**config.mk**
```make
export PLATFORM = sky130hd
export DESIGN_NAME = gsm_datapath
export DESIGN_NICKNAME = d
export VERILOG_FILES = /design/src/rtl/gsm_pkg.sv /design/src/rtl/gsm_ram.sv /design/src/rtl/gsm_datapath.sv
export SDC_FILE = /design/constraint.sdc
export NUM_CORES = 2
export LEC_CHECK = 0
export BUFFER_PORTS_ARGS = -buffer_cell sky130_fd_sc_hd__buf_2
export CAP_MARGIN = 20
export CORE_MARGIN = 2
export CORE_UTILIZATION = 55
export DETAILED_ROUTE_END_ITERATION = 16
export GPL_TIMING_DRIVEN = 0
export PLACE_DENSITY_LB_ADDON = 0.2
export SYNTH_ARGS = -nofsm -noshare
export SYNTH_HDL_FRONTEND = slang
export SYNTH_SLANG_ARGS = --single-unit
export TNS_END_PERCENT = 30
```
**constraint.sdc**
```tcl
create_clock -name clk_i -period 4.7 [get_ports clk_i]
set_input_delay 0.47 -clock clk_i [delete_from_list [all_inputs] [get_ports clk_i]]
set_output_delay 0.47 -clock clk_i [all_outputs]
set_load 0.01 [all_outputs]
```
**src/rtl/gsm_pkg.sv**
```systemverilog
// ----------------------------------------------------------------------------
// gsm_pkg
// Shared types and constants of the greedy demand/supply matcher.
// ----------------------------------------------------------------------------
package gsm_pkg;

  localparam int unsigned ListDepthDef = 64;
  localparam int unsigned ValueW       = 31;
  localparam int unsigned KindW        = 2;
  localparam int unsigned MatchW       = 7;

  localparam logic [KindW-1:0] KindDemand = 2'd0;
  localparam logic [KindW-1:0] KindSupply = 2'd1;
  localparam logic [KindW-1:0] KindFinish = 2'd2;
  localparam logic [KindW-1:0] KindNone   = 2'd3;

  typedef struct packed {
    logic load_d;
    logic load_s;
    logic init;
    logic cap_v;
    logic acc_clr;
    logic acc_en;
    logic cmp;
    logic fin;
  } cmd_t;

  typedef struct packed {
    logic out_busy;
  } sts_t;

endpackage

```
**src/rtl/gsm_ram.sv**
```systemverilog
// ----------------------------------------------------------------------------
// gsm_ram
// Generic simple dual-port RAM with registered read.
// ----------------------------------------------------------------------------
module gsm_ram #(
  parameter int unsigned Width = 8,
  parameter int unsigned Depth = 16
) (
  input  logic                     clk_i,
  input  logic                     we_i,
  input  logic [$clog2(Depth)-1:0] waddr_i,
  input  logic [Width-1:0]         wdata_i,
  input  logic [$clog2(Depth)-1:0] raddr_i,
  output logic [Width-1:0]         rdata_o
);

  logic [Width-1:0] mem_q [Depth];

  always_ff @(posedge clk_i) begin
    if (we_i) begin
      mem_q[waddr_i] <= wdata_i;
    end
    rdata_o <= mem_q[raddr_i];
  end

endmodule

```
**src/rtl/gsm_datapath.sv**
```systemverilog
// ----------------------------------------------------------------------------
// gsm_datapath
// List stores, counts, threshold scan accumulators and result register.
// ----------------------------------------------------------------------------
module gsm_datapath #(
  parameter int unsigned ListDepth = gsm_pkg::ListDepthDef
) (
  input  logic                             clk_i,
  input  logic                             rst_ni,
  input  gsm_pkg::cmd_t                    cmd_i,
  input  logic [$clog2(ListDepth)-1:0]     rd_addr_i,
  input  logic [$clog2(ListDepth+1)-1:0]   rd_idx_i,
  input  logic [gsm_pkg::ValueW-1:0]       value_i,
  output gsm_pkg::sts_t                    sts_o,
  output logic [$clog2(ListDepth+1)-1:0]   nd_o,
  output logic [$clog2(ListDepth+1)-1:0]   len_o,
  output logic                             out_valid_o,
  input  logic                             out_ready_i,
  output logic [gsm_pkg::MatchW-1:0]       matched_o,
  output logic                             overflow_o
);

  localparam int unsigned AW = $clog2(ListDepth);
  localparam int unsigned CW = $clog2(ListDepth + 1);
  localparam logic [CW-1:0] Full = CW'(ListDepth);

  logic [CW-1:0]             nd_q, ns_q, dlt_q, sge_q, idx_q;
  logic [CW:0]               best_q, sum;
  logic                      drop_q, acc_vld_q, out_valid_q, ovf_q;
  logic [gsm_pkg::MatchW-1:0] match_q;
  logic [gsm_pkg::ValueW-1:0] v_q, d_rdata, s_rdata;
  logic                      d_we, s_we;
  logic [31:0]               best_w;

  assign d_we = cmd_i.load_d && (nd_q != Full);
  assign s_we = cmd_i.load_s && (ns_q != Full);

  gsm_ram #(.Width(gsm_pkg::ValueW), .Depth(ListDepth)) u_dram (
    .clk_i, .we_i(d_we), .waddr_i(nd_q[AW-1:0]), .wdata_i(value_i),
    .raddr_i(rd_addr_i), .rdata_o(d_rdata)
  );

  gsm_ram #(.Width(gsm_pkg::ValueW), .Depth(ListDepth)) u_sram (
    .clk_i, .we_i(s_we), .waddr_i(ns_q[AW-1:0]), .wdata_i(value_i),
    .raddr_i(rd_addr_i), .rdata_o(s_rdata)
  );

  assign sum    = {1'b0, dlt_q} + {1'b0, sge_q};
  assign best_w = 32'(best_q);

  always_ff @(posedge clk_i or negedge rst_ni) begin
    if (!rst_ni) begin
      nd_q        <= '0;
      ns_q        <= '0;
      drop_q      <= 1'b0;
      acc_vld_q   <= 1'b0;
      out_valid_q <= 1'b0;
    end else begin
      acc_vld_q <= cmd_i.acc_en;
      if (d_we) nd_q <= nd_q + CW'(1);
      if (s_we) ns_q <= ns_q + CW'(1);
      if ((cmd_i.load_d && !d_we) || (cmd_i.load_s && !s_we)) drop_q <= 1'b1;
      if (out_valid_q && out_ready_i) out_valid_q <= 1'b0;
      if (cmd_i.fin) begin
        out_valid_q <= 1'b1;
        nd_q        <= '0;
        ns_q        <= '0;
        drop_q      <= 1'b0;
      end
    end
  end

  always_ff @(posedge clk_i) begin
    idx_q <= rd_idx_i;
    if (cmd_i.init) best_q <= {1'b0, nd_q};
    if (cmd_i.cap_v) v_q <= d_rdata;
    if (cmd_i.acc_clr) begin
      dlt_q <= '0;
      sge_q <= '0;
    end else if (acc_vld_q) begin
      if ((idx_q < nd_q) && (d_rdata < v_q)) dlt_q <= dlt_q + CW'(1);
      if ((idx_q < ns_q) && (s_rdata >= v_q)) sge_q <= sge_q + CW'(1);
    end
    if (cmd_i.cmp && (sum < best_q)) best_q <= sum;
    if (cmd_i.fin) begin
      match_q <= (best_w > 32'd127) ? 7'd127 : best_w[6:0];
      ovf_q   <= drop_q;
    end
  end

  assign sts_o.out_busy = out_valid_q;
  assign nd_o        = nd_q;
  assign len_o       = (nd_q > ns_q) ? nd_q : ns_q;
  assign out_valid_o = out_valid_q;
  assign matched_o   = match_q;
  assign overflow_o  = ovf_q;

endmodule

```
* Word level (Yosys, flattened, before mapping)
Memory sizes are Yosys's and may differ from the RTL's. A register that Yosys moved wholly into a read port is not among the register bits. Index checks and enable logic that the tools add are counted. Widths: inputs -> output; s select.
Word-level totals: register bits after elaboration 85, memory bits (writable) 3968, input port bits 55, logic and storage cells 61, memories kept 2
Cells by class: $add $sub $neg 5, $lt $le $gt $ge 7, equal/unequal tests 2, muxes and demuxes 15, reductions and logical operators 18
Memories:
- u_dram.mem_q | words 64, width 31, rd ports 1, clocked after memory_dff 1, write ports 1, RTL line gsm_ram.sv:17 | logic [Width-1:0] mem_q [Depth];
- u_sram.mem_q | words 64, width 31, rd ports 1, clocked after memory_dff 1, write ports 1, RTL line gsm_ram.sv:17
Operators by type and width (number):
- $mux 7 | 5
- $ge 31x31->1 | 1
- $lt 31x31->1 | 1
- $add 7x1->7 const B | 4
- $mux 8 | 2
- $lt 7x7->1 | 2
- $ne 7x7->1 const B | 2
- $reduce_bool 2->1 | 5
- $add 7x7->8 | 1
- $gt 8x7->1 const B | 1
- $logic_and 1x1->1 | 8
- $lt 8x8->1 | 1
- $mux 1 | 8
- $gt 7x7->1 | 1
- $reduce_and 2->1 | 2
- $logic_not 1->1 | 2
- $logic_or 1x1->1 | 1

* Longest topological paths before layout
word-level depth 7, gate-level depth with buffers 14

* By module
Synthesis repeated with hierarchy kept, for this count alone.
Unflattened totals: cells, all modules 7384, area, all modules 158174.2 µm²
By module, submodules not included:
- gsm_ram | times used 2, cells an instance 3418, area each 76305.7 µm²
- gsm_datapath | times used 1, cells an instance 548, area each 5562.8 µm²

* Worst setup path before layout
Ideal clock, no wire load.
kind register to register, from register nd_q[5], in the netlist nd_o[5], to memory u_dram.mem_q[28][0] (netlist name), enable pin, arrival time 3.076 ns, required time 4.281 ns, path slack 1.204 ns, stages on the path, launching flop included 9, buffers on the path 1, cell sequence dfrtp_1 -> clkbuf_1 -> clkinv_1 -> nand3_1 -> nor3_1 -> nand2b_1 -> nor2_1 -> nand3_1 -> nor2_1
On the way: cells in the longest elaborated chain, start to end 4
RTL lines:
- start, declared | RTL line gsm_datapath.sv:27 | logic [CW-1:0] nd_q, ns_q, dlt_q, sge_q, idx_q;
- start signal, assigned | RTL line gsm_datapath.sv:60 | if (d_we) nd_q <= nd_q + CW'(1);
- $ne 7x7->1 | RTL line gsm_datapath.sv:35 | assign d_we = cmd_i.load_d && (nd_q != Full);
- $logic_and 1x1->1 | RTL line gsm_datapath.sv:35
- $mux 1 | RTL line gsm_ram.sv:20 | if (we_i) begin
- $mux 1 (implied by the code) | RTL line gsm_ram.sv:21 | mem_q[waddr_i] <= wdata_i;
- end, declared | RTL line gsm_ram.sv:17
Parallel ways exist; a longest one is shown, timed or not.

* Worst setup path in the final report
from register nd_q[5], in the netlist nd_o[5], to memory u_dram.mem_q[52][15] (netlist name), enable pin
The elaborated chain is that of the path after synthesis.

==> flow_metrics.py <==
metrics = {
    "worst_setup_path": {
        "worst_path_largest_cell_delay_ns": 0.64,
        "cpLargestDelayFamily": "simple AND/OR/NAND/NOR gates",
        "critical_path.endpoint_type": "flip-flop",
        "cpMaxStageDelayCell": "dfrtp_1",
        "crit_path_cell_trace": "clkbuf_1 -> clkinv_1 -> nand3_4 -> nor3_1 -> nand2b_1 -> nor2_1 -> nand3_1 -> buf_8 -> nor2_4 -> buf_12",
        "cp.depth": 10,
        "cp_data_arrival_time_ns": 5.56,
        "critical_path_class": "reg2reg",
        "crit_path_start_kind": "flip-flop",
        "critical_path_peak_fanout": 20,
        "cp.buffers_inverters": 4,
        "startpoint": "nd_o[5]",
        "critPathRequiredTime_ns": 5.29,
        "worst_r2r_startpoint": "nd_o[5]",
        "worst-r2r-cell-count": 10,
    },
    "detailed_routing": {
        "detail_route.wl_per_cell_um": 37.5,
        "route.top_layer_used": "met5",
        "drt_pre_antenna_iters": 6,
        "drtIter0Drc": 11400,
        "postRouteWirelength_mm": 420,
        "drtAntennaViolNets": 0,
        "met2_wirelength_mm": 201,
        "vias": 74700,
        "wl_met3_mm": 44.7,
        "detail_route.vias_per_cell": 6.65,
        "met1Wirelength_mm": 161,
        "detail_route.drc_violations": 0,
    },
    "status": {
        "failed_checks": "setup timing",
        "run_status": "finished with violations",
    },
    "synth": {
        "largest_area_contributor_in_the_netlist": "edfxtp_1",
        "synth_top_cells_by_count": "edfxtp_1, mux4_2, clkbuf_1",
        "ys_seq_area_share_pct": 78.0,
        "yosys_warnings": 0,
        "synth.net_count": 6531,
        "synth-edff-count": 4015,
        "postSynth.topFlopCell": "edfxtp_1",
        "netlist_area_mm2": 0.157,
        "yosysMostFrequentCell": "edfxtp_1",
        "async_flop_share_pct": 0.413,
        "synth_register_bits": 4115,
        "postSynthCellCount": 6375,
        "synthDistinctLibCells": 53,
        "synth_top_cells_by_area": "edfxtp_1, mux4_2, dfxtp_1, ha_1, clkbuf_1",
        "post_synth.cell_area_avg_um2": 24.7,
        "synth_top_area_share_pct": 76.7,
    },
    "clock_tree": {
        "path_clk_slew_ns": 0.07,
        "clock_tree.root_cell": "clkbuf_16",
        "cts_sinks": 4115,
        "htree_num_levels": 5,
        "cts_made_buffers": 406,
        "clk_latency_ns": 0.96,
        "clock_tree.buffer_depth": 4,
        "tritoncts": "yes",
    },
    "power": {
        "vdd.ir_drop.worst_mv": 0.451,
        "cellLeakagePower_nw": 56.8,
        "powerDensity_mw_per_mm2": 423,
        "power_mw": 76.7,
    },
    "place": {
        "dpl.cell_count": 10400,
        "io_buffer_count": 71,
        "area_post_placement_mm2": 0.168,
        "globalplace.congestion": 0.930,
        "detailed_place_hpwl_mm": 286,
    },
    "sta": {
        "tns_ns": -22.28,
        "grt_setup_unrepaired": "true",
        "setup_viol_count_final": 232,
        "final_hold_viol_count": 0,
        "finalCritPeriodShare_pct": 106,
        "maxSlewHeadroom_pct": 16.8,
        "fin_crit_ns": 4.97,
        "final_critical_path_setup_slack_ns": -0.269,
        "worst_slew_pin_tran_ns": 1.24,
        "drv_slew": 0,
        "fin_worst_skew_ns": 0.0723,
        "fmax_mhz": 201,
    },
    "global_routing": {
        "overflow": 0,
        "grt_util_all_layers_pct": 29.1,
        "number_of_global_route_vias_before_repair": 73700,
        "grt_antenna_before_repair": 39,
        "grt_max_degree": 97,
        "grt_first_pass_wirelength_mm": 580,
    },
    "floorplan": {
        "fp-row-count": 196,
        "chipWidth_um": 539,
        "initial_utilization_pct": 55.2,
        "die_height_um": 539,
        "core_area_mm2": 0.285,
        "die_area_mm2": 0.290,
        "io_pins": 79,
    },
    "worst_hold_path": {
        "kind_of_path_behind_the_tightest_hold_check": "in2async",
    },
    "final_layout": {
        "fin_cells": 11200,
        "area_overhead_vs_synth_pct": 15.4,
        "share_of_layout_cells_above_drive_strength_1_pct": 33.0,
        "final_area_mm2": 0.181,
        "nNetsFinal": 7264,
        "num-fill-cells": 18200,
    },
    "job": {
        "drv.max_cap_violation_count": 0,
    },
}
flip-flops by register name, indices dropped and copies added, names as in the netlist, 8 cells and up:
register / flops
u_dram.mem_q: 1984
u_sram.mem_q: 1984
u_dram.rdata_o: 31
u_sram.rdata_o: 31
v_q: 31
best_q: 8
path summary, 6_finish.rpt:
check | end | slack [ns]
max | u_dram.mem_q[52][15] | -0.27
min | acc_vld_q | 0.06
max reg2reg | u_dram.mem_q[52][15] | -0.27
min reg2reg | v_q[0] | 0.44
max in group asynchronous | out_valid_o | 3.80
min in group clk_i | matched_o[2] | 0.07
metal layers:
| metal | up-vias | global-route usage (%) |
|---|---|---|
| li1 | 29200 | - |
| met1 | 40500 | 41.6 |
| met2 | 4380 | 45.2 |
| met3 | 692 | 6.70 |
| met4 | 4 | 9.26 |
| met5 | - | 0 |
power breakdown:
group | internal [mW] | switching [mW]
Sequential | 40.5 | 0.162
Combinational | 1.66 | 2.74
Clock | 18.0 | 13.7
Total | 60.1 | 16.6
cell usage in the layout (no fill, tap or decap), types with 17 or more instances in the layout:
cell / n
clkinvlp_4: 20
clkbuf_16: 411
nor2_1: 38
clkinv_1: 75
inv_1: 53
buf_2: 136
nand4_1: 20
clkinv_2: 75
mux4_2: 1286
dfxtp_1: 83
bufinv_16: 33
buf_4: 64
buf_16: 75
ha_1: 100
clkbuf_1: 244
dfrtp_1: 17
nor2_4: 128
mux2_2: 21
buf_8: 37
buf_1: 27
diode_2: 31
o21ai_1: 20
edfxtp_1: 4015
nand3_1: 30
a21oi_1: 47
mux2i_1: 24
o21ai_0: 19
buf_12: 106
nand2_1: 49
logic make-up (layout without fill, tap and decap cells):
logic type	Yosys count	after routing	share of synthesized area, %
DFF	4115	4115	78.0
muxes	1337	1337	18.8
buffers and inverters	367	1425	0.987
and+or+nand+nor	315	315	0.889
AOI/OAI and AO/OA	127	127	0.480
adders and majority gates	101	101	0.808
xor gates and xnor gates	13	13	0.0724
other	0	31	0
repair_timing:
action                      CTS  global route
hold buffers                 15             0
pin swaps                     9             4
setup endpoints to repair  1488           209
gates resized for setup       5             0
hold endpoints to repair     96             0
buffers inserted             25             5
layout make-up:
| type | count | area (um^2) | area share, % |
|---|---|---|---|
| Antenna cell | 31 | 77.6 | 0.0428 |
| Buffer | 309 | 1360 | 0.747 |
| Clock buffer | 503 | 10700 | 5.88 |
| Clock inverter | 230 | 2200 | 1.21 |
| Inverter | 58 | 218 | 0.120 |
| Multi-Input combinational cell | 1893 | 34000 | 18.8 |
| Sequential cell | 4115 | 123000 | 67.6 |
| Tap cell | 3762 | 4710 | 2.59 |
| Timing Repair Buffer | 325 | 5490 | 3.03 |
stage by stage:
step / hold slack (ns) / worst slack, ns / utilization, %
after floorplan: 0.174 / 1.20 / -
after global placement: 0.416 / -2.68 / 57.0
after detailed placement: 0.419 / -1.00 / 58.9
after CTS: 0.0205 / -0.224 / 63.6
after global routing: 0.0291 / -0.200 / 63.7
final: 0.0605 / -0.269 / 63.7
No activity file was read; power rests on OpenSTA's default activity.
