<file path="src/rtl/gsm_pkg.sv">
// ----------------------------------------------------------------------------
// gsm_pkg
// Shared types and constants of the greedy demand/supply matcher.
// ----------------------------------------------------------------------------
package gsm_pkg;

  localparam int unsigned ListDepthDef = 64;
  localparam int unsigned ValueW       = 31;
  localparam int unsigned KindW        = 2;
  localparam int unsigned MatchW       = 7;

  localparam logic [KindW-1:0] KindDemand = 2'd0;
  localparam logic [KindW-1:0] KindSupply = 2'd1;
  localparam logic [KindW-1:0] KindFinish = 2'd2;
  localparam logic [KindW-1:0] KindNone   = 2'd3;

  typedef struct packed {
    logic load_d;
    logic load_s;
    logic init;
    logic cap_v;
    logic acc_clr;
    logic acc_en;
    logic cmp;
    logic fin;
  } cmd_t;

  typedef struct packed {
    logic out_busy;
  } sts_t;

endpackage

</file>
<file path="src/rtl/gsm_ctrl.sv">
// ----------------------------------------------------------------------------
// gsm_ctrl
// Sequencer for loading and the threshold scan over both stores.
// ----------------------------------------------------------------------------
module gsm_ctrl #(
  parameter int unsigned ListDepth = gsm_pkg::ListDepthDef
) (
  input  logic                           clk_i,
  input  logic                           rst_ni,
  input  logic                           in_valid_i,
  input  logic [gsm_pkg::KindW-1:0]      kind_i,
  output logic                           in_ready_o,
  input  gsm_pkg::sts_t                  sts_i,
  input  logic [$clog2(ListDepth+1)-1:0] nd_i,
  input  logic [$clog2(ListDepth+1)-1:0] len_i,
  output gsm_pkg::cmd_t                  cmd_o,
  output logic [$clog2(ListDepth)-1:0]   rd_addr_o,
  output logic [$clog2(ListDepth+1)-1:0] rd_idx_o
);

  localparam int unsigned AW = $clog2(ListDepth);
  localparam int unsigned CW = $clog2(ListDepth + 1);

  localparam logic [2:0] StIdle  = 3'd0;
  localparam logic [2:0] StRdV   = 3'd1;
  localparam logic [2:0] StCapV  = 3'd2;
  localparam logic [2:0] StScan  = 3'd3;
  localparam logic [2:0] StDrain = 3'd4;
  localparam logic [2:0] StCmp   = 3'd5;
  localparam logic [2:0] StDone  = 3'd6;

  logic [2:0]    state_q, state_d;
  logic [CW-1:0] i_q, i_d, j_q, j_d;
  logic          acc;

  assign in_ready_o = (state_q == StIdle) &&
                      !(sts_i.out_busy && (kind_i == gsm_pkg::KindFinish));
  assign acc = in_valid_i && in_ready_o;

  always_comb begin
    state_d   = state_q;
    i_d       = i_q;
    j_d       = j_q;
    cmd_o     = '0;
    rd_idx_o  = j_q;
    rd_addr_o = j_q[AW-1:0];
    case (state_q)
      StIdle: begin
        cmd_o.load_d = acc && (kind_i == gsm_pkg::KindDemand);
        cmd_o.load_s = acc && (kind_i == gsm_pkg::KindSupply);
        if (acc && (kind_i == gsm_pkg::KindFinish)) begin
          cmd_o.init = 1'b1;
          i_d        = '0;
          state_d    = (nd_i == '0) ? StDone : StRdV;
        end
      end
      StRdV: begin
        rd_addr_o = i_q[AW-1:0];
        state_d   = StCapV;
      end
      StCapV: begin
        cmd_o.cap_v   = 1'b1;
        cmd_o.acc_clr = 1'b1;
        j_d           = '0;
        state_d       = StScan;
      end
      StScan: begin
        cmd_o.acc_en = 1'b1;
        if (j_q == len_i - CW'(1)) begin
          state_d = StDrain;
        end else begin
          j_d = j_q + CW'(1);
        end
      end
      StDrain: state_d = StCmp;
      StCmp: begin
        cmd_o.cmp = 1'b1;
        if (i_q == nd_i - CW'(1)) begin
          state_d = StDone;
        end else begin
          i_d     = i_q + CW'(1);
          state_d = StRdV;
        end
      end
      StDone: begin
        cmd_o.fin = 1'b1;
        state_d   = StIdle;
      end
      default: state_d = StIdle;
    endcase
  end

  always_ff @(posedge clk_i or negedge rst_ni) begin
    if (!rst_ni) begin
      state_q <= StIdle;
      i_q     <= '0;
      j_q     <= '0;
    end else begin
      state_q <= state_d;
      i_q     <= i_d;
      j_q     <= j_d;
    end
  end

endmodule

</file>
<file path="config.mk">
export PLATFORM = sky130hd
export DESIGN_NAME = gsm_ctrl
export DESIGN_NICKNAME = d
export VERILOG_FILES = /design/src/rtl/gsm_pkg.sv /design/src/rtl/gsm_ctrl.sv
export SDC_FILE = /design/constraint.sdc
export NUM_CORES = 1
export LEC_CHECK = 0
export BUFFER_PORTS_ARGS = -buffer_cell sky130_fd_sc_hd__buf_4
export CORE_ASPECT_RATIO = 2
export CORE_MARGIN = 3
export CORE_UTILIZATION = 52
export DETAILED_ROUTE_END_ITERATION = 12
export PLACE_DENSITY = 0.75
export SKIP_CTS_REPAIR_TIMING = 1
export SLEW_MARGIN = 15
export SYNTH_ARGS = -nofsm -noshare
export SYNTH_HDL_FRONTEND = slang
export SYNTH_SLANG_ARGS = --single-unit
</file>
<file path="constraint.sdc">
create_clock -name clk_i -period 1.9 [get_ports clk_i]
set_input_delay 0.095 -clock clk_i [delete_from_list [all_inputs] [get_ports clk_i]]
set_output_delay 0.095 -clock clk_i [all_outputs]
set_load 0.03 [all_outputs]
</file>
Word-level counts from Yosys, hierarchy flattened. Index checks and enable logic that the tools add are counted.

Bits of input ports: 20. RAM bits: 0. Latch bits: 0. Output and inout port bits: 22. Memory bits (read-only): 0. Memories kept: 0. Word-level logic and storage cells: 53. Flip-flop bits (word level): 17.

Shift-type cells: 0. Equal/unequal tests: 14. Multipliers: 0. Multiplexer cells: 17. Order comparisons: 0. Div/mod/pow operators: 0. $add $sub $neg: 4. Reductions and logical operators: 15. Bitwise logic cells: 0.

Operators by type and width (count): case mux 7 bit (2 select lines) (2); two-way mux 7 bit (3); case mux 3 bit (6 select lines) (1); two-way mux 3 bit (5); adder 7 x 1 -> 7 bit (second input constant) (2); == test 7 bit (2); subtractor 7 x 1 -> 7 bit (second input constant) (2); == test 3 bit (second input constant) (3); zero test 7 bit (1); == test 3 x 2 -> 1 bit (second input constant) (2); logical AND 1 bit (6); two-way mux 6 bit (1); != test 2 bit (second input constant) (3); two-way mux 1 bit (4); AND reduction 2 bit (2); nonzero test 2 bit (2); == test 3 x 1 -> 1 bit (second input constant) (1); zero test 3 bit (1); AND reduction 3 bit (1); == test 2 x 1 -> 1 bit (second input constant) (1); == test 2 bit (second input constant) (1); zero test 2 bit (1); two-way mux 2 bit (1); != test 2 x 1 -> 1 bit (second input constant) (1); zero test 1 bit (1).

Longest topological paths before layout. Gate-level depths: netlist of the first run.

Depth in word-level cells: 8. Depth in mapped cells: 9. Depth with buffers taken out: 8.

Worst setup path before layout of the first run. No wires, ideal clock.

Kind: register to register. From: register j_q[3], in the netlist rd_idx_o[3]. To: register j_q[0], in the netlist rd_idx_o[0]. Cell stages (with the launch flop): 9. Data arrival time: 1.779 ns. Required time: 1.753 ns. Library setup time: 0.147 ns. Setup slack: -0.026 ns. Buffers on the path: 2. Clock period less this slack: 1.926 ns. Cell sequence: dfrtp_1 buf_2 nand2_1 mux2i_1 o31ai_2 a2111oi_2 buf_4 nor2_1 mux2i_1.

Word-level cells in the longest chain between the ends: 3.

RTL lines: from (decl) (RTL line gsm_ctrl.sv:33) `logic [CW-1:0] i_q, i_d, j_q, j_d;`; from (signal assigned) (RTL line gsm_ctrl.sv:101) `j_q <= j_d;`; == test 7 bit (RTL line gsm_ctrl.sv:69) `if (j_q == len_i - CW'(1)) begin`; != test 2 bit (no line); AND reduction 2 bit (no line).

Every way passes these cells. A chain may end at the register's enable or synchronous reset.

Worst setup path after layout of the first run.
From: register i_q[5]. To: register i_q[5].

Word-level cells in the longest chain between the ends: 3. Elaborated cells between the ends (all ways): 6. Classes of those cells: add/sub (1); eq/ne (2); mux (2); reduce/logical (1).

RTL lines: from (decl) (RTL line gsm_ctrl.sv:33); from (signal assigned) (RTL line gsm_ctrl.sv:100) `i_q <= i_d;`; adder 7 x 1 -> 7 bit or == test 7 bit (tied branches) (RTL line gsm_ctrl.sv:81, gsm_ctrl.sv:78); two-way mux 7 bit or != test 2 bit (tied branches); case mux 7 bit (2 select lines) or AND reduction 3 bit (tied branches).

Parallel ways exist; a longest one is shown, timed or not. The select of a mux whose other input is x is not followed.

==> results.yml, run 1 <==
run_status:
  outcome: "completed"
hold_path:
  hp-class: "in2async"
final_layout:
  drive_gt1_share_pct: 39.75
  syn2layout_area_growth_pct: 39.72
  fin_nets: 270
  diodes: 0
sta:
  grt_setup_unrepaired: "yes"
  maxSlewViolCount: 0
  fmax_mhz: 542.5
  skew_ns: 0.007382
  worst_pin_slew_ns: 0.4462
  fin_tns_setup_ns: 0
  period_share_pct: 97.02
  whs_ns: 0.2565
  fin_crit_ns: 1.843
  slew_headroom_pct: 69.98
  setup_viol: 0
  hold_violations: 0
yosys:
  synth-seq-cells: 17
  yosysSeqAreaShare_pct: 27.96
  syn_avg_cell_area_um2: 8.500
  synth_ff_type: "dfrtp_1"
  synthesis.area_mm2: 0.001521
  yosys_warnings: 0
  synth_nets: 204
  netlist_instances: 179
  async_flop_share_pct: 100.0
  yosysUniqueCellTypes: 49
  synth-edff-count: 0
routing:
  routedWlPerCell_um: 15.75
  vias: 1637
  drt_iter0_drc: 45
  drc: 0
  drtAntennaViolNets: 0
  first_pass_iters: 4
  wirelength_um: 4299
  viasPerCell: 5.996
die:
  placementRows: 27
  dieHeight_um: 82.50
  start_util_pct: 54.92
  core_mm2: 0.002770
  die_x_um: 44.25
  ios: 42
  die_area_mm2: 0.003650
critical_path:
  r2r_setup_slack_ns: 0.06
  path_class: "reg2reg"
  crit_fanout: 2
  rr_worst_depth: 6
  startpoint_type: "flip-flop"
  end_kind: "flip-flop"
  cp.required_ns: 2.09
  worstPathArrival_ns: 2.04
  rr_endpoint: "i_q[5]"
  rr_startpoint: "i_q[5]"
placed_design:
  place.gp.congestion: 0.8476
  io_buffers: 41
  place.detailed.hpwl_um: 3468
global_route:
  grt_remaining_overflow: 0
  grt_pass1_wl_um: 6893
  grt_max_degree: 18
  grt.total_usage_pct: 25.14
  grt_pass1_vias: 1612
  grt_antenna_before_repair: 0
clocking:
  cts_sinks: 17
  cts_tree: "done"
  cts.reportedPaths.clkPinSlew_ns: 0.07
  cts-root-buf: "clkbuf_8"
  htree_levels: 1
  numCtsBuffers: 3
  insertion_delay_ns: 0.26
  clockBufferDepth: 2
power_and_ir_drop:
  powerDensity_mw_per_mm2: 1082
  total_leakage_power_nw: 1.012
  peakVddDrop_v: 0.0005732
flow_run:
  cap_violations: 0
==> per-layer routing <==
metal	GRT usage [%]	wire, um	up-vias
li1	-	-	774
met1	23.82	1402	789
met2	51.17	2569	58
met3	1.952	206	16
met4	11.18	121	0
met5	0	0	-
==> report_power, final <==
part | switching (mW) | leakage (nW) | internal [mW]
Clock | 0.138 | 0.0228 | 0.149
Combinational | 0.821 | 0.773 | 0.634
Sequential | 0.110 | 0.216 | 0.448
Total | 1.07 | 1.01 | 1.23
==> stage by stage <==
step	total power, mW	cell area [um^2]	util, %	worst slack [ns]	cells
floorplan	1.399	1523	-	0.04338	179
global placement	1.892	2013	72.67	-0.009216	266
detailed placement	1.941	2013	72.67	-0.06206	266
CTS	2.219	2058	74.30	-0.01696	270
global route	2.427	2126	76.74	-0.02826	273
finish	2.300	2126	76.74	0.05659	273
==> cell usage after synthesis, types with 2 or more instances <==
cell      number  area, um^2
xnor2_1        6       52.55
o31ai_1        6       45.04
xor2_1         8       70.07
inv_1         16       60.06
or4_1          3       22.52
nand2_1       14       52.55
and3_1         3       18.77
nor2_1        10       37.54
ha_1           5       62.56
nor3_1         7       35.03
nand3b_1       2       15.01
nand3_1        9       45.04
clkbuf_1       3       11.26
mux2i_1        6       60.06
nand4b_1       3       26.28
o21ai_1        3       15.01
dfrtp_1       17       425.4
nand2b_1       4       25.02
mux2_2         6       67.56
buf_2          2       10.01
buf_4          2       15.01
o21ai_0        3       15.01
o211ai_1       7       52.55
nand4_1        2       12.51
a21oi_1        8       40.04
==> worst max-delay path, cell delays in order, from the launching register on <==
cell	delay, ns
dfrtp_1	0.40
xor2_1	0.18
and3_1	0.15
o211ai_1	0.28
o21ai_2	0.10
or4_1	0.53
a21oi_1	0.13
==> how the worst max path moves through the flow <==
stage / end / start
6_report: i_q[5] / i_q[5]
2_1_floorplan: rd_idx_o[0] / rd_idx_o[5]
3_3_place_gp: rd_idx_o[5] / len_i[0]
4_1_cts: rd_idx_o[5] / rd_idx_o[3]
3_5_place_dp: rd_idx_o[5] / len_i[0]
5_1_grt: state_q[0] / rd_idx_o[3]
==> final cells by class <==
cell class	instances	area, um^2
multi-input cells	138	1030
fillers	208	644.4
repair buffers	69	528.0
flip-flops and latches	17	426.7
inverters	16	60.06
clock buffers	4	45.04
well taps	29	36.28
==> sequential cells by signal, indices dropped and copies added (netlist names) <==
register / cells
i_q: 7
rd_idx_o: 7
state_q: 3
==> cells by family after synthesis <==
kind of cell,share of synthesized area [%]
XOR/XNOR,8.059
flip-flops,27.96
AND/OR/NAND/NOR,26.15
buffers and inverters,6.661
AO/OA/AOI/OAI,18.67
adder cells (fa/ha/maj),4.112
multiplexers,8.388
==> layout by cell type (no fill, tap or decap), types with 2 or more instances in the layout <==
cell and n:
o31ai_2 2, nand3_1 9, xnor2_2 2, a21oi_1 8, nor2_1 9, and3_1 2
mux2_2 6, o21ai_0 3, xor2_1 8, buf_6 2, nand2_1 14, xnor2_1 4
dfrtp_1 16, o31ai_1 5, o211ai_1 7, nand2b_1 4, or4_1 3, buf_4 66
clkbuf_8 3, nor3_1 6, o21ai_1 3, nand4_1 2, nand3b_1 2, mux2i_1 6
inv_1 16, nand4b_1 3, ha_1 5
No activity file was read; power rests on OpenSTA's default activity.
==> run 2, diff against run 1 <==
- MAX_ROUTING_LAYER: unset -> met4
==> results.yml, run 2 (synthesis gave the netlist of run 1 again) <==
run_status:
  outcome: "completed"
critical_path:
  path_buf_inv: 0
  cp_slowest_cell: "or4_1"
  cp_cell_sequence: "xor2_1 -> and3_1 -> o211ai_1 -> o21ai_2 -> or4_1 -> a21oi_1"
  crit_fanout: 2
  slowest_delay_ns: 0.53
  worstPathArrival_ns: 2.04
  crit_family: "simple AND/OR/NAND/NOR gates"
  path_class: "reg2reg"
  cp.required_ns: 2.09
  end_kind: "flip-flop"
  startpoint_type: "flip-flop"
sta:
  period_share_pct: 97.14
  fin_crit_ns: 1.846
  fmax_mhz: 541.8
  hold_violations: 0
  grt_setup_unrepaired: "yes"
  worst_pin_slew_ns: 0.4462
  setup_viol: 0
  skew_ns: 0.008759
  slew_headroom_pct: 69.98
  maxSlewViolCount: 0
global_route:
  grt_max_degree: 18
  grt_pass1_vias: 1612
  grt.total_usage_pct: 25.82
  grt_antenna_before_repair: 0
  grt_pass1_wl_um: 6893
  grt_remaining_overflow: 0
clocking:
  cts.reportedPaths.clkPinSlew_ns: 0.08
  insertion_delay_ns: 0.26
  cts_sinks: 17
  numCtsBuffers: 3
  cts_tree: "done"
  htree_levels: 1
  cts-root-buf: "clkbuf_8"
  clockBufferDepth: 2
placed_design:
  dp_cells: 266
  io_buffers: 41
  place.detailed.hpwl_um: 3468
  placed_area_mm2: 0.002013
  place.gp.congestion: 0.8610
final_layout:
  drive_gt1_share_pct: 39.75
  syn2layout_area_growth_pct: 39.72
  final_common_cell: "buf_4"
  instances_no_fill: 273
  diodes: 0
  final_cell_mix: "66 x buf_4, 16 x inv_1, 16 x dfrtp_1"
  fin_area_mm2: 0.002126
  fin_nets: 270
die:
  start_util_pct: 54.92
  die_x_um: 44.25
  ios: 42
  die_area_mm2: 0.003650
  placementRows: 27
  dieHeight_um: 82.50
  core_mm2: 0.002770
routing:
  vias: 1619
  routedWlPerCell_um: 15.73
  drc: 0
  first_pass_iters: 4
  viasPerCell: 5.930
  drt_iter0_drc: 42
  drtAntennaViolNets: 0
  wirelength_um: 4295
power_and_ir_drop:
  powerDensity_mw_per_mm2: 1082
  total_leakage_power_nw: 1.012
  peakVddDrop_v: 0.0005733
flow_run:
  cap_violations: 0
hold_path:
  hp-class: "in2async"
## run 2: cell counts in the layout (fill, tap and decap cells not counted)
Identical to the previous run, type by type.
## run 2: final cells by class
type                            count  area, um^2
Clock buffer                        4       45.04
Fill cell                         208       644.4
Inverter                           16       60.06
Multi-Input combinational cell    138        1030
Sequential cell                    17       426.7
Tap cell                           29       36.28
Timing Repair Buffer               69       528.0
## run 2: metal layers
layer	up-vias	wire length [um]	track usage, %
li1	775	-	-
met1	776	1421	23.82
met2	57	2576	51.17
met3	11	195	1.952
met4	0	102	11.18
met5	-	0	-
## run 2: stage by stage
| step | worst slack (ns) | util [%] | hold slack (ns) | TNS (ns) | total power [mW] |
|---|---|---|---|---|---|
| after floorplan | 0.04338 | - | -0.2006 | 0 | 1.399 |
| after CTS | -0.01696 | 74.30 | -0.2969 | -0.01696 | 2.219 |
| after global placement | -0.009216 | 72.67 | -0.02415 | -0.009216 | 1.892 |
| after detailed placement | -0.06206 | 72.67 | -0.01985 | -0.2208 | 1.941 |
| final | 0.05426 | 76.74 | 0.2541 | 0 | 2.301 |
| after global routing | -0.02826 | 76.74 | 0.2662 | -0.04044 | 2.427 |
## run 2: final timing paths
check / startpoint / end / slack (ns) / cells past startpoint
worst min register to register: i_q[6] / i_q[6] / 0.56 / 2
worst max register to register: i_q[5] / i_q[5] / 0.05 / 6
worst min-delay path: rst_ni / i_q[5] / 0.25 / 2
min in group clk_i: in_valid_i / i_q[6] / 0.33 / 4
worst max-delay path: i_q[5] / i_q[5] / 0.05 / 6
max in group asynchronous: rst_ni / rd_idx_o[3] / 1.42 / 2
## run 2: report_power, final
group / total, mW / internal (mW) / switching, mW
sequential: 0.557 / 0.448 / 0.110
combinational: 1.46 / 0.634 / 0.823
clock: 0.287 / 0.149 / 0.137
==> run 3, diff against run 2 <==
- CELL_PAD_IN_SITES_DETAIL_PLACEMENT: unset -> 0
- CELL_PAD_IN_SITES_GLOBAL_PLACEMENT: unset -> 1
- CORE_UTILIZATION: 52 -> 38
==> results.yml, run 3 (synthesis gave the netlist of run 1 again) <==
sta:
  whs_ns: 0.2437
  worst_pin_slew_ns: 0.3649
  fmax_mhz: 549.1
  maxSlewViolCount: 0
  skew_ns: 0.003562
  setup_viol: 0
  fin_crit_ns: 1.821
  grt_setup_unrepaired: "yes"
  slew_headroom_pct: 75.67
  finalWorstSetupSlack_ns: 0.07879
  hold_violations: 0
  period_share_pct: 95.85
routing:
  routedWlPerCell_um: 14.80
  vias: 1558
  wirelength_um: 4350
  viasPerCell: 5.299
  drt_iter0_drc: 26
  first_pass_iters: 4
  drc: 0
  drtAntennaViolNets: 0
critical_path:
  rr_worst_depth: 6
  startpoint_type: "flip-flop"
  rr_startpoint: "i_q[5]"
  end_kind: "primary output"
  setup.worst_path.start: "state_q[1]"
  cp.required_ns: 1.80
  crit_fanout: 9
  worstPathArrival_ns: 1.73
  path_class: "reg2out"
  endpoint: "rd_addr_o[2]"
  r2r_setup_slack_ns: 0.10
  rr_endpoint: "i_q[5]"
clocking:
  htree_levels: 1
  cts_sinks: 17
  clockBufferDepth: 2
  cts.reportedPaths.clkPinSlew_ns: 0.07
  cts-root-buf: "clkbuf_8"
  numCtsBuffers: 3
  cts_tree: "done"
  insertion_delay_ns: 0.26
die:
  placementRows: 32
  core_mm2: 0.003844
  die_area_mm2: 0.004845
  start_util_pct: 39.58
  die_x_um: 50.74
  dieHeight_um: 95.49
  ios: 42
run_status:
  outcome: "completed"
final_layout:
  fin_nets: 269
  drive_gt1_share_pct: 40.33
  multi_input_area_mm2: 0.001044
  syn2layout_area_growth_pct: 41.69
  instances_no_fill: 294
  final_cell_mix: "66 x buf_4, 16 x inv_1, 16 x dfrtp_1"
  final_common_cell: "buf_4"
  diodes: 0
  final-seq-area_um2: 426.7
  fill_cells: 372
global_route:
  grt_remaining_overflow: 0
  grt.total_usage_pct: 20.15
  grt_pass1_vias: 1633
  grt_antenna_before_repair: 0
  grt_max_degree: 18
  grt_pass1_wl_um: 7279
placed_design:
  io_buffers: 41
  place.gp.congestion: 0.8790
  place.detailed.hpwl_um: 3613
  pre_cts_ws_ns: -0.1134
  dp_cells: 289
power_and_ir_drop:
  powerDensity_mw_per_mm2: 1044
  total_leakage_power_nw: 0.9983
  peakVddDrop_v: 0.0005523
  p_total_mw: 2.250
flow_run:
  cap_violations: 0
hold_path:
  hp-class: "in2async"
run 3: area by class of cell:
type	instances	area share, %
flip-flops and latches	17	19.79
multi-input cells	138	48.40
repair buffers	68	23.97
well taps	51	2.960
inverters	16	2.786
clock buffers	4	2.089
run 3: through the flow:
stage	instance area, um^2	setup TNS [ns]	util (%)
final	2156	0	56.09
after global routing	2156	-0.03362	56.09
after CTS	2093	0	54.46
after detailed placement	2048	-0.4996	53.29
after global placement	2048	-0.5807	53.29
after floorplan	1523	0	-
run 3: worst max-delay path, cell delays in order (launching register included):
cell and delay [ns]:
dfrtp_1 0.47, inv_1 0.16, and3_2 0.30, mux2_2 0.37
buf_4 0.17
run 3: routing by layer:
| metal | routed length [um] | GRT usage, % |
|---|---|---|
| met1 | 1479 | 18.87 |
| met2 | 2639 | 40.17 |
| met3 | 134 | 1.408 |
| met4 | 97 | 8.764 |
| met5 | 0 | - |
run 3: worst min-delay path by stage:
stage / startpoint / end / slack [ns] / cells after the start
final: rst_ni / rd_idx_o[0] / 0.24 / 2
after global routing: rst_ni / rd_idx_o[0] / 0.27 / 2
after CTS: rst_ni / rd_idx_o[4] / -0.29 / 1
after detailed placement: rst_ni / i_q[0] / -0.02 / 1
after global placement: rst_ni / rd_idx_o[1] / -0.02 / 1
after floorplan: rst_ni / i_q[0] / -0.20 / 0
run 3: power breakdown:
part           switching (mW)  internal (mW)
Combinational           0.806          0.604
Clock                   0.136          0.149
Sequential              0.108          0.448
Total                    1.05           1.20
